## config.mk

```make
export PLATFORM = sky130hd
export DESIGN_NAME = bitmap_block_allocator
export DESIGN_NICKNAME = d
export VERILOG_FILES = /design/src/sv/bba_pkg.sv /design/src/sv/bba_decode.sv /design/src/sv/bba_use_mem.sv /design/src/sv/bitmap_block_allocator.sv
export SDC_FILE = /design/constraint.sdc
export NUM_CORES = 1
export LEC_CHECK = 0
export ABC_CLOCK_PERIOD_IN_PS = 6900
export BUFFER_PORTS_ARGS = -buffer_cell sky130_fd_sc_hd__buf_2
export CORE_ASPECT_RATIO = 0.5
export CORE_MARGIN = 10
export CORE_UTILIZATION = 55
export CTS_BUF_LIST = sky130_fd_sc_hd__clkbuf_4 sky130_fd_sc_hd__clkbuf_8
export DETAILED_ROUTE_END_ITERATION = 12
export HOLD_SLACK_MARGIN = 0.05
export PLACE_DENSITY_LB_ADDON = 0.08
export RECOVER_POWER = 50
export SETUP_SLACK_MARGIN = 0.1
export SLEW_MARGIN = 10
export SYNTH_ARGS = -nofsm -noshare
export SYNTH_HDL_FRONTEND = slang
export SYNTH_SLANG_ARGS = --single-unit
```

## constraint.sdc

```tcl
create_clock -name clk -period 6.9 [get_ports clk]
set_clock_uncertainty 0.05 [all_clocks]
set_input_delay 2.07 -clock clk [delete_from_list [all_inputs] [get_ports clk]]
set_output_delay 2.07 -clock clk [all_outputs]
set_load 0.02 [all_outputs]
```

## src/sv/bba_pkg.sv

```systemverilog
`timescale 1ns / 1ps

package bba_pkg;

    localparam int IDX_W           = 4;
    localparam int MAX_BLOCKS      = 1 << IDX_W;
    localparam int ADDR_W          = 32;
    localparam int CNT_W           = 32;
    localparam int NUM_BLOCKS_DEF  = 16;
    localparam int BLOCK_BYTES_DEF = 64;
    localparam int PADDR_W         = 3;

    localparam logic OP_ALLOC = 1'b0;
    localparam logic OP_FREE  = 1'b1;

    localparam logic [1:0] ST_OK          = 2'd0;
    localparam logic [1:0] ST_EXHAUSTED   = 2'd1;
    localparam logic [1:0] ST_OUTSIDE     = 2'd2;
    localparam logic [1:0] ST_DOUBLE_FREE = 2'd3;

    localparam logic [PADDR_W-1:0] REG_POOL_BASE = 3'd0;

    typedef struct packed {
        logic              operation;
        logic [ADDR_W-1:0] address;
    } in_t;

    typedef struct packed {
        logic [1:0]            status;
        logic [ADDR_W-1:0]     block_address;
        logic [IDX_W-1:0]      block_index;
        logic [CNT_W-1:0]      use_count;
        logic [CNT_W-1:0]      alloc_total;
        logic [CNT_W-1:0]      free_total;
        logic [MAX_BLOCKS-1:0] free_blocks;
    } out_t;

    // Decoded request: hit marks that the block fields describe a real block
    typedef struct packed {
        logic [1:0]       status;
        logic [IDX_W-1:0] idx;
        logic             hit;
    } dec_t;

endpackage

```

## src/sv/bba_decode.sv

```systemverilog
`timescale 1ns / 1ps

module bba_decode
    import bba_pkg::*;
#(
    parameter int NUM_BLOCKS  = NUM_BLOCKS_DEF,
    parameter int BLOCK_BYTES = BLOCK_BYTES_DEF
)
(
    input  logic                  operation,
    input  logic [ADDR_W-1:0]     address,
    input  logic [ADDR_W-1:0]     pool_base,
    input  logic [MAX_BLOCKS-1:0] free_map,
    output dec_t                  dec
);

    localparam logic [ADDR_W:0] SPAN = (ADDR_W+1)'(NUM_BLOCKS * BLOCK_BYTES);

    logic [ADDR_W:0]  offset;
    logic             outside;
    logic [IDX_W-1:0] free_idx;
    logic [IDX_W-1:0] alloc_idx;
    logic             found;

    // Offset goes past 2^32 when the address lies below the pool base
    assign offset  = {1'b0, address} - {1'b0, pool_base};
    assign outside = (offset >= SPAN);

    // Block index of the offset: highest block start not above it
    always_comb
    begin
        free_idx = '0;
        for (int k = 1; k < MAX_BLOCKS; k++)
        begin
            if (k < NUM_BLOCKS && offset >= (ADDR_W+1)'(k * BLOCK_BYTES))
            begin
                free_idx = IDX_W'(k);
            end
        end
    end

    // Lowest free block wins
    always_comb
    begin
        alloc_idx = '0;
        found     = 1'b0;
        for (int k = MAX_BLOCKS - 1; k >= 0; k--)
        begin
            if (free_map[k])
            begin
                alloc_idx = IDX_W'(k);
                found     = 1'b1;
            end
        end
    end

    always_comb
    begin
        dec = '{status: ST_OK, idx: '0, hit: 1'b0};
        priority if (operation == OP_ALLOC)
        begin
            if (found)
            begin
                dec = '{status: ST_OK, idx: alloc_idx, hit: 1'b1};
            end
            else
            begin
                dec = '{status: ST_EXHAUSTED, idx: '0, hit: 1'b0};
            end
        end
        else if (outside)
        begin
            dec = '{status: ST_OUTSIDE, idx: '0, hit: 1'b0};
        end
        else if (free_map[free_idx])
        begin
            dec = '{status: ST_DOUBLE_FREE, idx: free_idx, hit: 1'b1};
        end
        else
        begin
            dec = '{status: ST_OK, idx: free_idx, hit: 1'b1};
        end
    end

endmodule

```

## src/sv/bba_use_mem.sv

```systemverilog
`timescale 1ns / 1ps

module bba_use_mem
    import bba_pkg::*;
(
    input  logic             clk,
    input  logic             rst_n,
    input  logic [IDX_W-1:0] raddr,
    output logic [CNT_W-1:0] rdata,
    input  logic             we,
    input  logic [IDX_W-1:0] waddr,
    input  logic [CNT_W-1:0] wdata
);

    logic [CNT_W-1:0]      mem [MAX_BLOCKS];
    logic [MAX_BLOCKS-1:0] valid_reg;
    logic [CNT_W-1:0]      rd_data_reg;
    logic                  rd_valid_reg;

    // Entry not yet written reads as zero
    assign rdata = rd_valid_reg ? rd_data_reg : '0;

    always_ff @(posedge clk)
    begin
        if (we)
        begin
            mem[waddr] <= wdata;
        end
        rd_data_reg <= mem[raddr];
    end

    always_ff @(posedge clk or negedge rst_n)
    begin
        if (!rst_n)
        begin
            valid_reg    <= '0;
            rd_valid_reg <= 1'b0;
        end
        else
        begin
            if (we)
            begin
                valid_reg[waddr] <= 1'b1;
            end
            rd_valid_reg <= valid_reg[raddr];
        end
    end

endmodule

```

## src/sv/bitmap_block_allocator.sv

```systemverilog
`timescale 1ns / 1ps

// Fixed-size block pool allocator. An allocate transaction takes the lowest
// free block and returns its address; a free transaction returns a block by
// any byte address inside it. Each result carries a status (ok, pool
// exhausted, address outside pool, double free), the block's address, index
// and allocation count, both running totals and the free bitmap after the
// step; a failed request changes nothing. The pool starts at the pool_base
// register (byte address 0 on the APB port). A transaction is decoded, and
// the block's use count read from the count memory, as it is accepted; the
// update state then writes the count back and updates the bitmap and totals
// once the output register is free. The result sits there, and the next
// transaction is accepted the clock after the write-back even while it waits.
module bitmap_block_allocator
    import bba_pkg::*;
#(
    parameter int NUM_BLOCKS  = NUM_BLOCKS_DEF,
    parameter int BLOCK_BYTES = BLOCK_BYTES_DEF
)
(
    input  logic               clk,
    input  logic               rst_n,
    input  logic               in_valid,
    output logic               in_stall,
    input  in_t                in_data,
    output logic               out_valid,
    input  logic               out_stall,
    output out_t               out_data,
    input  logic               psel,
    input  logic               penable,
    input  logic               pwrite,
    input  logic [PADDR_W-1:0] paddr,
    input  logic [31:0]        pwdata,
    output logic [31:0]        prdata,
    output logic               pready
);

    localparam logic S_IDLE   = 1'b0;
    localparam logic S_UPDATE = 1'b1;

    localparam logic [MAX_BLOCKS-1:0] MAP_RESET =
        MAX_BLOCKS'(((MAX_BLOCKS+1)'(1) << NUM_BLOCKS) - (MAX_BLOCKS+1)'(1));

    logic                  state_reg, state_next;
    logic [ADDR_W-1:0]     pool_base_reg;
    logic [MAX_BLOCKS-1:0] free_map_reg, free_map_next;
    logic [CNT_W-1:0]      alloc_reg, alloc_next;
    logic [CNT_W-1:0]      release_reg, release_next;
    logic                  out_valid_reg, out_valid_next;
    out_t                  out_reg;
    logic                  op_reg;
    dec_t                  dec_reg;

    dec_t                  dec;
    logic                  accept;
    logic                  done;
    logic                  slot_free;
    logic                  alloc_ok;
    logic                  free_ok;
    logic [IDX_W-1:0]      raddr;
    logic [CNT_W-1:0]      uses_rd;
    logic [CNT_W-1:0]      uses_inc;
    out_t                  result;

    assign pready = 1'b1;
    assign prdata = (paddr == REG_POOL_BASE) ? pool_base_reg : '0;

    assign in_stall  = (state_reg != S_IDLE);
    assign accept    = in_valid && !in_stall;
    assign slot_free = !out_valid_reg || !out_stall;
    assign done      = (state_reg == S_UPDATE) && slot_free;
    assign out_valid = out_valid_reg;
    assign out_data  = out_reg;

    bba_decode #(
        .NUM_BLOCKS  (NUM_BLOCKS),
        .BLOCK_BYTES (BLOCK_BYTES)
    ) u_decode (
        .operation (in_data.operation),
        .address   (in_data.address),
        .pool_base (pool_base_reg),
        .free_map  (free_map_reg),
        .dec       (dec)
    );

    // Hold the read address while the result waits so the read data stays put
    assign raddr    = accept ? dec.idx : dec_reg.idx;
    assign alloc_ok = (op_reg == OP_ALLOC) && (dec_reg.status == ST_OK);
    assign free_ok  = (op_reg == OP_FREE) && (dec_reg.status == ST_OK);
    assign uses_inc = uses_rd + CNT_W'(1);

    bba_use_mem u_use_mem (
        .clk   (clk),
        .rst_n (rst_n),
        .raddr (raddr),
        .rdata (uses_rd),
        .we    (done && alloc_ok),
        .waddr (dec_reg.idx),
        .wdata (uses_inc)
    );

    always_comb
    begin
        free_map_next = free_map_reg;
        alloc_next    = alloc_reg;
        release_next  = release_reg;
        if (alloc_ok)
        begin
            free_map_next[dec_reg.idx] = 1'b0;
            alloc_next                 = alloc_reg + CNT_W'(1);
        end
        if (free_ok)
        begin
            free_map_next[dec_reg.idx] = 1'b1;
            release_next               = release_reg + CNT_W'(1);
        end
    end

    always_comb
    begin
        result.status        = dec_reg.status;
        result.block_address = '0;
        result.block_index   = '0;
        result.use_count     = '0;
        result.alloc_total   = alloc_next;
        result.free_total    = release_next;
        result.free_blocks   = free_map_next;
        if (dec_reg.hit)
        begin
            result.block_address = pool_base_reg
                + ADDR_W'(ADDR_W'(dec_reg.idx) * ADDR_W'(BLOCK_BYTES));
            result.block_index   = dec_reg.idx;
            result.use_count     = alloc_ok ? uses_inc : uses_rd;
        end
    end

    always_comb
    begin
        state_next     = state_reg;
        out_valid_next = out_valid_reg;
        if (out_valid_reg && !out_stall)
        begin
            out_valid_next = 1'b0;
        end
        unique case (state_reg)
            S_IDLE:
            begin
                if (accept)
                begin
                    state_next = S_UPDATE;
                end
            end
            S_UPDATE:
            begin
                if (done)
                begin
                    state_next     = S_IDLE;
                    out_valid_next = 1'b1;
                end
            end
            default:
            begin
                state_next = S_IDLE;
            end
        endcase
    end

    always_ff @(posedge clk or negedge rst_n)
    begin
        if (!rst_n)
        begin
            state_reg     <= S_IDLE;
            out_valid_reg <= 1'b0;
            pool_base_reg <= '0;
            free_map_reg  <= MAP_RESET;
            alloc_reg     <= '0;
            release_reg   <= '0;
        end
        else
        begin
            state_reg     <= state_next;
            out_valid_reg <= out_valid_next;
            if (psel && penable && pwrite && pready && paddr == REG_POOL_BASE)
            begin
                pool_base_reg <= pwdata;
            end
            if (done)
            begin
                free_map_reg <= free_map_next;
                alloc_reg    <= alloc_next;
                release_reg  <= release_next;
            end
        end
    end

    always_ff @(posedge clk)
    begin
        if (accept)
        begin
            op_reg  <= in_data.operation;
            dec_reg <= dec;
        end
        if (done)
        begin
            out_reg <= result;
        end
    end

endmodule

```

==> results.sh, run 1 <==
export IMPL_netlist_area_leader_share=0.549
export IMPL_ioPinCount=260
export IMPL_ctsHtreeMaxLevel=3
export IMPL_crit_start="paddr[1]"
export IMPL_finalSetupViolCount=0
export IMPL_hp_class="reg2reg"
export IMPL_p_per_area_nw_per_um2=358
export IMPL_grt_overflow=0
export IMPL_p_total_w=0.0149
export IMPL_yosysWarnings=0
export IMPL_synthTopCellsByArea="edfxtp_1 55%, dfrtp_1 7.9%, mux2i_1 7.5%, nand2_1 4.9%, xnor2_1 2.7%"
export IMPL_fmax_mhz=166
export IMPL_cts_tree="yes"
export IMPL_grt_pass1_vias=22800
export IMPL_rsz0062_at_grt="no"
export IMPL_crit_path_end="prdata[20]"
export IMPL_critPathMaxFanout=21
export IMPL_p_comb_frac=0.292
export IMPL_rr_endpoint="u_use_mem.mem[14][30]$_DFFE_PP_"
export IMPL_nFillCells=5173
export IMPL_synth_flop_cell="edfxtp_1"
export IMPL_avgSynthCellArea_um2=12.9
export IMPL_antenna_found_initial=2
export IMPL_firstDrtPassIters=5
export IMPL_status="finished with violations"
export IMPL_syn_nets=2949
export IMPL_row_count=66
export IMPL_cp_depth=5
export IMPL_clkSlewWorstSetupHoldPaths_ps=70
export IMPL_worstHoldStart="u_use_mem.valid_reg[10]$_DFFE_PN0P_"
export IMPL_start_util=0.559
export IMPL_area_growth_synth_to_final_pct=13.4
export IMPL_synth_area_um2=36600
export IMPL_wl_per_cell_um=22.2
export IMPL_power_frac_seq=0.443
export IMPL_slowest_delay_ps=970
export IMPL_max_slew_margin=-2.12
export IMPL_cp_num_buf_inv=3
export IMPL_hold_ws_ps=421
export IMPL_finalHoldViolCount=0
export IMPL_post_cts_buffers=0
export IMPL_holdPathStages=1
export IMPL_pwr_share_clk=0.265
export IMPL_arrival_ps=3900
export IMPL_numCtsBuffers=113
export IMPL_die_h_um=203
export IMPL_ys_seq_area_frac=0.657
export IMPL_largest_register="u_use_mem.mem"
export IMPL_largest_reg_flops=512
export IMPL_dr_total_vias=23400
export IMPL_p_int_w=0.00983
export IMPL_r2r_start="u_use_mem.rd_valid_reg$_DFF_PN0_"
export IMPL_fin_tns_setup_ps=0
export IMPL_hpwlAfterDp_um=56100
export IMPL_drcViolationCount=0
export IMPL_place_congestion=0.884
export IMPL_initialDrtViolationCount=1995
export IMPL_startpoint_type="input port"
export IMPL_timing_final_max_slew_violations=428
export IMPL_drive_above_1_share=0.135
export IMPL_grt_first_pass_wirelength_um=138000
export IMPL_p_sw_frac=0.339
export IMPL_min_period_ps=6020
export IMPL_grtUsageTotal=0.229
export IMPL_viasPerCell=5.67
export IMPL_cap_violations=14
export IMPL_slowest_stage="nor3_1"
export IMPL_power_leakage_nw=16.0
export IMPL_dieArea_um2=78000
export IMPL_hold_buffers=0
export IMPL_detail_route_antenna_nets=0
export IMPL_power_switching_w=0.00503
export IMPL_drt_wl_total_um=91600
export IMPL_cts_repair_resized=0
export IMPL_grt_max_degree=130
export IMPL_worst_pin_slew_ps=4690
export IMPL_die_w_um=385
export IMPL_final_core_util=0.635
export IMPL_async_reset_ff_frac=0.157
export IMPL_cts_max_path_buffers=3
export IMPL_reg2reg_slack_ps=940
export IMPL_dp_cells=3920
export IMPL_crit_path_frequent_cell="buf_2"
export IMPL_worstPathRequired_ps=4780
export IMPL_nets=3267
export IMPL_end_kind="primary output"
export IMPL_synth_cell_types=69
export IMPL_path_class="in2out"
export IMPL_syn_inst=2833
export IMPL_reg2regPathDepth=18
export IMPL_critPathTopFamily="simple AND/OR/NAND/NOR gates"
export IMPL_clk_latency_ps=800
export IMPL_ys_ff_latch=833
export IMPL_core_um2=65500
export IMPL_synth_edf_count=670
export IMPL_fin_cells=4135
export IMPL_violations="max-capacitance violations, max-slew violations"
export IMPL_yosys_area_top_type="edfxtp_1"
export IMPL_fin_crit_sh=0.872
export IMPL_path_cells="buf_2, nor3_1, buf_4, and2_1, buf_2"
export IMPL_port_buffer_count=258
export IMPL_cts_root_buf="clkbuf_8"
export IMPL_cts_sinks=833
export IMPL_ir_drop_uv=230
==> kinds of logic after synthesis <==
| logic type | after synthesis | share of synthesized area |
|---|---|---|
| XOR/XNOR | 205 | 0.0490 |
| AO/OA/AOI/OAI | 360 | 0.0641 |
| AND/OR/NAND/NOR | 921 | 0.115 |
| other | 1 | 0.000102 |
| adder cells (fa/ha/maj) | 41 | 0.0144 |
| multiplexers | 288 | 0.0791 |
| flip-flops | 833 | 0.657 |
| buffers and inverters | 184 | 0.0220 |
==> power groups by stage <==
stage               Sequential [W]  Combinational, W  Clock, W
floorplan                  0.00673           0.00281         0
global placement           0.00666           0.00432         0
detailed placement         0.00667           0.00438         0
CTS                        0.00657           0.00440   0.00402
global route               0.00663           0.00474   0.00426
finish                     0.00659           0.00435   0.00393
==> area by class of cell <==
| cell class | instances | area [um2] | area share |
|---|---|---|---|
| Sequential cell | 833 | 24100 | 0.579 |
| Clock buffer | 180 | 2180 | 0.0525 |
| Tap cell | 884 | 1110 | 0.0266 |
| Inverter | 54 | 210 | 0.00506 |
| Clock inverter | 33 | 209 | 0.00503 |
| Timing Repair Buffer | 333 | 1890 | 0.0455 |
| Antenna cell | 2 | 5.00 | 0.000120 |
| Multi-Input combinational cell | 1816 | 11900 | 0.286 |
==> synth_stat cells, types with 7 or more instances <==
cell,instances
and3_1,28
xnor2_1,112
xor2_1,93
and4_1,11
a21oi_1,117
a211oi_1,10
mux2i_1,275
and2_1,88
o21a_1,14
nor4_1,7
a32oi_1,65
buf_4,15
dfstp_2,16
inv_1,52
nor2b_1,10
nor3_1,35
dfxtp_1,32
a21o_1,13
edfxtp_1,670
clkbuf_1,64
mux2_2,13
buf_2,48
nor2_1,130
o21ai_0,78
ha_1,39
nand3_1,56
nand2_1,474
or2_2,20
nand4_1,29
or3_1,16
dfrtp_1,115
==> routing by layer <==
layer,track usage,up-vias,part of all wire
met5,0,-,0
met4,0.0687,0,0.027
met3,0.0511,171,0.072
met2,0.355,762,0.46
met1,0.323,11600,0.45
li1,-,10900,-
==> through the flow <==
| step | area (um2) | setup slack [ps] |
|---|---|---|
| 2_1_floorplan | 36600 | 932 |
| 4_1_cts | 41900 | 1070 |
| 3_5_place_dp | 39500 | 211 |
| 5_1_grt | 41600 | 443 |
| 3_3_place_gp | 39500 | 264 |
| 6_report | 41600 | 884 |
==> placed cells by master, fill, tap and decap left out, drive strengths merged, types with 6 or more instances in the layout <==
cell and count:
a21boi 6, o21ai 84, a21oi 118, a32oi 65
nor2b 10, ha 39, xor2 93, nand2b 6
inv 57, or2 20, nor3 36, and3 28
and4 11, a21o 13, a31oi 9, nor2 130
mux2 13, nand3 57, clkinv 26, dfxtp 32
and2 88, edfxtp 670, xnor2 112, o31ai 7
o211ai 6, nand2 474, mux2i 275, nor4 8
clkbuf 344, or3 16, a211oi 11, buf 169
dfrtp 115, nand4 29, o21a 14, dfstp 16
==> worst min path at each step <==
stage | endpoint
floorplan | out_data[148]$_DFFE_PP_
global route | u_use_mem.valid_reg[3]$_DFFE_PN0P_
CTS | u_use_mem.valid_reg[10]$_DFFE_PN0P_
finish | u_use_mem.valid_reg[10]$_DFFE_PN0P_
global placement | u_use_mem.valid_reg[1]$_DFFE_PN0P_
detailed placement | u_use_mem.valid_reg[5]$_DFFE_PN0P_
No activity file was read; power rests on OpenSTA's default activity.
==> run 2, diff against run 1 <==
==> constraint.sdc (replaced) <==
create_clock -name clk -period 6.9 [get_ports clk]
set_clock_uncertainty 0.05 [all_clocks]
set_input_delay 0.345 -clock clk [delete_from_list [all_inputs] [get_ports clk]]
set_output_delay 0.345 -clock clk [all_outputs]
set_load 0.02 [all_outputs]
==> run 2 against run 1 <==
Compared with the run above:
- combinational power fell by 5.3%
- cell count barely moved
- sequential share of layout area rose by 0.12 points
- global-route usage fell by 0.30 points
- setup slack improved by 450 ps
- non-clock buffer count rose by 3
- the run still ends with max-capacitance violations, max-slew violations left
- via count fell by 0.39%
- first-iteration DRC count rose by 2.4%
- maximum frequency rose by 8.1%
==> results.sh, run 2 (synthesis results as in run 1) <==
export IMPL_status="finished with violations"
export IMPL_violations="max-capacitance violations, max-slew violations"
export IMPL_fin_cells=4136
export IMPL_fin_area_um2=41500
export IMPL_cp_num_buf_inv=3
export IMPL_hold_ws_ps=277
export IMPL_place_congestion=0.909
export IMPL_drt_wl_total_um=90100
export IMPL_dieArea_um2=78000
export IMPL_grt_pass1_vias=22700
export IMPL_row_count=66
export IMPL_start_util=0.559
export IMPL_nets=3271
export IMPL_clkSlewWorstSetupHoldPaths_ps=70
export IMPL_slowest_delay_ps=610
export IMPL_cts_max_path_buffers=3
export IMPL_ctsHtreeMaxLevel=3
export IMPL_p_per_area_nw_per_um2=353
export IMPL_fmax_mhz=180
export IMPL_max_slew_margin=-2.19
export IMPL_port_buffer_count=258
export IMPL_timing_final_max_slew_violations=411
export IMPL_area_growth_synth_to_final_pct=13.2
export IMPL_min_period_ps=5560
export IMPL_wl_per_cell_um=21.8
export IMPL_path_cells="inv_1, ha_1, a211oi_2, o21bai_1, a21oi_2, nor2_1, or4_1, a2111oi_2, o211ai_1, nor4_1, nand3_1, a31oi_4, buf_12, buf_12, mux2i_1, nand2_1, a32oi_1, nand2_1"
export IMPL_detail_route_antenna_nets=0
export IMPL_worstPathRequired_ps=7500
export IMPL_path_class="reg2reg"
export IMPL_antenna_found_initial=1
export IMPL_cts_repair_resized=0
export IMPL_rsz0062_at_grt="no"
export IMPL_grtUsageTotal=0.226
export IMPL_grt_first_pass_wirelength_um=137000
export IMPL_fin_crit_sh=0.806
export IMPL_slowest_stage="buf_12"
export IMPL_numCtsBuffers=114
export IMPL_place_area_um2=39000
export IMPL_viasPerCell=5.64
export IMPL_cts_tree="yes"
export IMPL_worst_pin_slew_ps=4780
export IMPL_cts_root_buf="clkbuf_8"
export IMPL_dp_cells=3887
export IMPL_drive_above_1_share=0.123
export IMPL_grt_overflow=0
export IMPL_cap_violations=10
export IMPL_arrival_ps=6170
export IMPL_critPathMaxFanout=105
export IMPL_hp_class="in2reg"
export IMPL_clk_latency_ps=760
export IMPL_finalHoldViolCount=0
export IMPL_firstDrtPassIters=6
export IMPL_largest_register="u_use_mem.mem"
export IMPL_fin_tns_setup_ps=0
export IMPL_critPathTopFamily="compound AO/OA/AOI/OAI gates"
export IMPL_core_um2=65500
export IMPL_ioPinCount=260
export IMPL_dr_total_vias=23300
export IMPL_hpwlAfterDp_um=51100
export IMPL_layout_common_cells="670 x edfxtp_1, 473 x nand2_1, 275 x mux2i_1"
export IMPL_die_w_um=385
export IMPL_die_h_um=203
export IMPL_drcViolationCount=0
export IMPL_power_leakage_nw=15.9
export IMPL_initialDrtViolationCount=2043
export IMPL_ir_drop_uv=257
export IMPL_startpoint_type="flop"
export IMPL_largest_reg_flops=512
export IMPL_end_kind="flop"
export IMPL_final_common_cell="edfxtp_1"
export IMPL_grt_max_degree=132
export IMPL_cts_sinks=833
export IMPL_finalSetupViolCount=0
run 2: area by class of cell:
class,instances,area (um2)
flip-flops and latches,833,24100
fillers,5122,24000
multi-input cells,1816,11900
clock buffers,192,2280
repair buffers,336,1750
well taps,884,1110
inverters,54,210
clock inverters,20,124
diodes,1,2.50
run 2: final timing paths:
kind | to | cells after the start | startpoint | slack (ps)
min in group asynchronous | pool_base_reg[9]$_DFFE_PN0P_ | 2 | rst_n | 1790
max in group asynchronous | release_reg[12]$_DFFE_PN0P_ | 3 | rst_n | 1700
min | pool_base_reg[1]$_DFFE_PN0P_ | 4 | pwdata[1] | 280
max | u_use_mem.rd_data_reg[14]$_DFF_P_ | 18 | pool_base_reg[12]$_DFFE_PN0P_ | 1340
max reg2reg | u_use_mem.rd_data_reg[14]$_DFF_P_ | 18 | pool_base_reg[12]$_DFFE_PN0P_ | 1340
min reg2reg | u_use_mem.valid_reg[5]$_DFFE_PN0P_ | 1 | u_use_mem.valid_reg[5]$_DFFE_PN0P_ | 420
run 2: power by group:
part / leakage [nW] / switching (W) / total, W / internal, W
registers: 8.18 / 0.000339 / 0.00657 / 0.00623
logic: 6.40 / 0.00274 / 0.00412 / 0.00139
clock network: 1.29 / 0.00185 / 0.00393 / 0.00208
total: 15.9 / 0.00493 / 0.0146 / 0.00970
run 2: per-stage QoR:
stage | power [W] | setup WS (ps) | util
floorplan | 0.00955 | 974 | -
global placement | 0.0108 | 1410 | 0.595
detailed placement | 0.0108 | 1390 | 0.595
CTS | 0.0147 | 1380 | 0.638
global route | 0.0154 | 765 | 0.633
finish | 0.0146 | 1340 | 0.633
run 2: tightest hold or removal path, delay by kind of cell:
family / cells / cell delay [ps]
AOI/OAI and AO/OA: 1 / 60
buffers and inverters: 2 / 610
and+or+nand+nor: 1 / 30
run 2: metal layers:
metal / global-route usage / vias to the layer above / wire length [um]
met5: 0 / - / 0
met4: 0.0699 / 0 / 2360
met3: 0.0390 / 149 / 6180
met2: 0.356 / 712 / 41200
met1: 0.321 / 11500 / 40400
li1: - / 10900 / -
run 2: timing repair:
item	in CTS	in global routing
endpoints found under the hold margin	117	0
hold buffers	36	0
buffers inserted	0	0
==> run 3, diff against run 2 <==
--- a/config.mk
+++ b/config.mk
@@ -5,7 +5,8 @@
 export SDC_FILE = /design/constraint.sdc
 export NUM_CORES = 1
 export LEC_CHECK = 0
-export ABC_CLOCK_PERIOD_IN_PS = 6900
+export ABC_AREA = 1
+export ABC_CLOCK_PERIOD_IN_PS = 4900
 export BUFFER_PORTS_ARGS = -buffer_cell sky130_fd_sc_hd__buf_2
 export CORE_ASPECT_RATIO = 0.5
 export CORE_MARGIN = 10
==> constraint.sdc (replaced) <==
create_clock -name clk -period 4.9 [get_ports clk]
set_clock_uncertainty 0.05 [all_clocks]
set_input_delay 0.245 -clock clk [delete_from_list [all_inputs] [get_ports clk]]
set_output_delay 0.245 -clock clk [all_outputs]
set_load 0.02 [all_outputs]
==> run 3 against run 2 <==
Compared with the run above:
- the flow still finishes with violations (max-capacitance violations, max-slew violations)
- cell count grew 39%
- critical path depth increased by 19
- synthesized cell count is 51% higher
- largest cell class unchanged
- sequential power up 49%
- combinational power rose by 93%
- die area up 8.2%
- global-route usage rose by 3.0 points
- critical endpoint is now u_use_mem.rd_data_reg[15]$_DFF_P_
- first-iteration DRC count grew 42%
- hold slack worse by 96 ps
- total power is 60% higher
- maximum frequency up 24%
- count of clock-buffer cells in the layout grew 2
- largest power group unchanged
==> results.sh, run 3 <==
export IMPL_violations="max-capacitance violations, max-slew violations"
export IMPL_grtUsageTotal=0.256
export IMPL_area_growth_synth_to_final_pct=15.8
export IMPL_path_class="reg2reg"
export IMPL_core_um2=71400
export IMPL_viasPerCell=5.49
export IMPL_cts_sinks=833
export IMPL_port_buffer_count=258
export IMPL_ctsHtreeMaxLevel=3
export IMPL_start_util=0.559
export IMPL_drive_above_1_share=0.116
export IMPL_clkSlewWorstSetupHoldPaths_ps=70
export IMPL_met1_usage=0.354
export IMPL_final_core_util=0.647
export IMPL_dp_cells=5420
export IMPL_final_common_cell="nand2_1"
export IMPL_worst_pin_slew_ps=3450
export IMPL_ioPinCount=260
export IMPL_syn_inst=4290
export IMPL_synth_most_common_cell="nand2_1"
export IMPL_synth_cell_types=58
export IMPL_grt_util_met3=0.0405
export IMPL_yosys_top_cells_count="1144 x nand2_1, 677 x nand3_1, 670 x edfxtp_1"
export IMPL_rsz0062_at_grt="yes"
export IMPL_power_leakage_nw=19.7
export IMPL_hp_class="in2reg"
export IMPL_ys_ff_latch=833
export IMPL_layout_common_cells="1128 x nand2_1, 675 x nand3_1, 670 x edfxtp_1"
export IMPL_avgSynthCellArea_um2=9.30
export IMPL_largest_register="u_use_mem.mem"
export IMPL_initialDrtViolationCount=2893
export IMPL_critPathTopFamily="simple AND/OR/NAND/NOR gates"
export IMPL_fin_tns_setup_ps=0
export IMPL_wl_per_cell_um=19.8
export IMPL_p_total_w=0.0234
export IMPL_firstDrtPassIters=6
export IMPL_syn_nets=4406
export IMPL_grt_max_degree=174
export IMPL_fin_cells=5732
export IMPL_clk_latency_ps=790
export IMPL_synth_edf_count=670
export IMPL_drt_wl_total_um=114000
export IMPL_nets=4788
export IMPL_cts_tree="yes"
export IMPL_arrival_ps=5120
export IMPL_end_kind="flop"
export IMPL_numCtsBuffers=114
export IMPL_row_count=69
export IMPL_hpwlAfterDp_um=67000
export IMPL_ys_seq_area_frac=0.603
export IMPL_fin_ws_ps=402
export IMPL_largest_reg_flops=512
export IMPL_cap_violations=7
export IMPL_cts_max_path_buffers=3
export IMPL_place_congestion=0.918
export IMPL_status="finished with violations"
export IMPL_top_usage_layer="met2"
export IMPL_finalSetupViolCount=0
export IMPL_yosys_area_top_type="edfxtp_1"
export IMPL_drcViolationCount=0
export IMPL_synth_area_um2=39900
export IMPL_cp_num_buf_inv=5
export IMPL_dr_total_vias=31500
export IMPL_synthTopCellsByArea="edfxtp_1 50%, nand2_1 11%, nand3_1 8.5%, dfrtp_1 7.2%, inv_1 6.0%"
export IMPL_timing_final_max_slew_violations=359
export IMPL_p_per_area_nw_per_um2=506
export IMPL_dieArea_um2=84400
export IMPL_detail_route_antenna_nets=0
export IMPL_crit_path_frequent_cell="nand2_1"
export IMPL_grt_first_pass_wirelength_um=171000
export IMPL_yosysWarnings=0
export IMPL_synth_flop_cell="edfxtp_1"
export IMPL_die_w_um=401
export IMPL_fin_crit_sh=0.918
export IMPL_worstPathRequired_ps=5520
export IMPL_min_period_ps=4500
export IMPL_die_h_um=210
export IMPL_startpoint_type="flop"
export IMPL_fmax_mhz=222
export IMPL_grt_overflow=0
export IMPL_cts_root_buf="clkbuf_8"
export IMPL_netlist_area_leader_share=0.504
export IMPL_grt_met2_usage=0.416
export IMPL_slowest_stage="dfrtp_1"
export IMPL_finalHoldViolCount=0
export IMPL_ir_drop_uv=282
export IMPL_critPathMaxFanout=28
export IMPL_async_reset_ff_frac=0.157
export IMPL_slowest_delay_ps=410
export IMPL_antenna_found_initial=2
export IMPL_max_slew_margin=-1.30
export IMPL_pre_cts_ws_ps=158
export IMPL_grt_pass1_vias=29700
[run 3: what timing repair did]
item,in CTS,in global routing
endpoints found under the hold margin,141,0
endpoints found under the setup margin,0,87
hold buffers,77,0
buffers inserted,0,6
resized for setup,0,90
[run 3: cells by family after synthesis]
kind of cell,share of synthesized area
simple gates,0.237
buf+inv,0.0857
flops,0.603
compound gates,0.0398
xor+xnor,0.0211
fa+ha+maj,0.0132
other cells,0.0000940
[run 3: where the power goes]
group | leakage (nW) | switching, W | total [W] | internal [W]
registers | 8.04 | 0.000450 | 0.00977 | 0.00932
logic | 10.4 | 0.00564 | 0.00797 | 0.00233
clock network | 1.30 | 0.00268 | 0.00566 | 0.00297
total | 19.7 | 0.00877 | 0.0234 | 0.0146
[run 3: worst register-to-register path, delay by kind of cell (launching register included)]
kind,cells,cell delay [ps]
DFF,1,410
and+or+nand+nor,30,2630
buffers and inverters,5,770
adders and majority gates,2,590
[run 3: per-layer routing]
metal,share of wire,vias up
li1,-,14900
met1,0.43,15000
met2,0.46,1362
met3,0.082,234
met4,0.028,0
met5,0,-
[run 3: path summary, 6_finish.rpt]
check	cells past startpoint	to	slack [ps]	start
worst max-delay path	37	u_use_mem.rd_data_reg[15]$_DFF_P_	400	pool_base_reg[0]$_DFFE_PN0P_
worst min-delay path	4	out_valid$_DFF_PN0_	180	out_stall
worst max register to register	37	u_use_mem.rd_data_reg[15]$_DFF_P_	400	pool_base_reg[0]$_DFFE_PN0P_
worst min register to register	2	u_use_mem.valid_reg[7]$_DFFE_PN0P_	410	u_use_mem.valid_reg[7]$_DFFE_PN0P_
max in group asynchronous	4	pool_base_reg[2]$_DFFE_PN0P_	850	rst_n
min in group asynchronous	3	u_use_mem.valid_reg[7]$_DFFE_PN0P_	1870	rst_n
[run 3: cell type report]
type	instances	area, um2
tap	958	1200
sequential	833	24100
clock buffer	194	2280
antenna	4	10.0
clock inverter	20	148
fill	5866	25200
timing repair buffer	449	3130
multi-input combinational	2617	12900
inverter	657	2480
[run 3: stage by stage]
stage	area, um2	hold slack (ps)
6_report	46200	181
5_1_grt	46200	165
4_1_cts	45800	97.6
3_5_place_dp	42600	305
3_3_place_gp	42600	318
2_1_floorplan	39900	-101
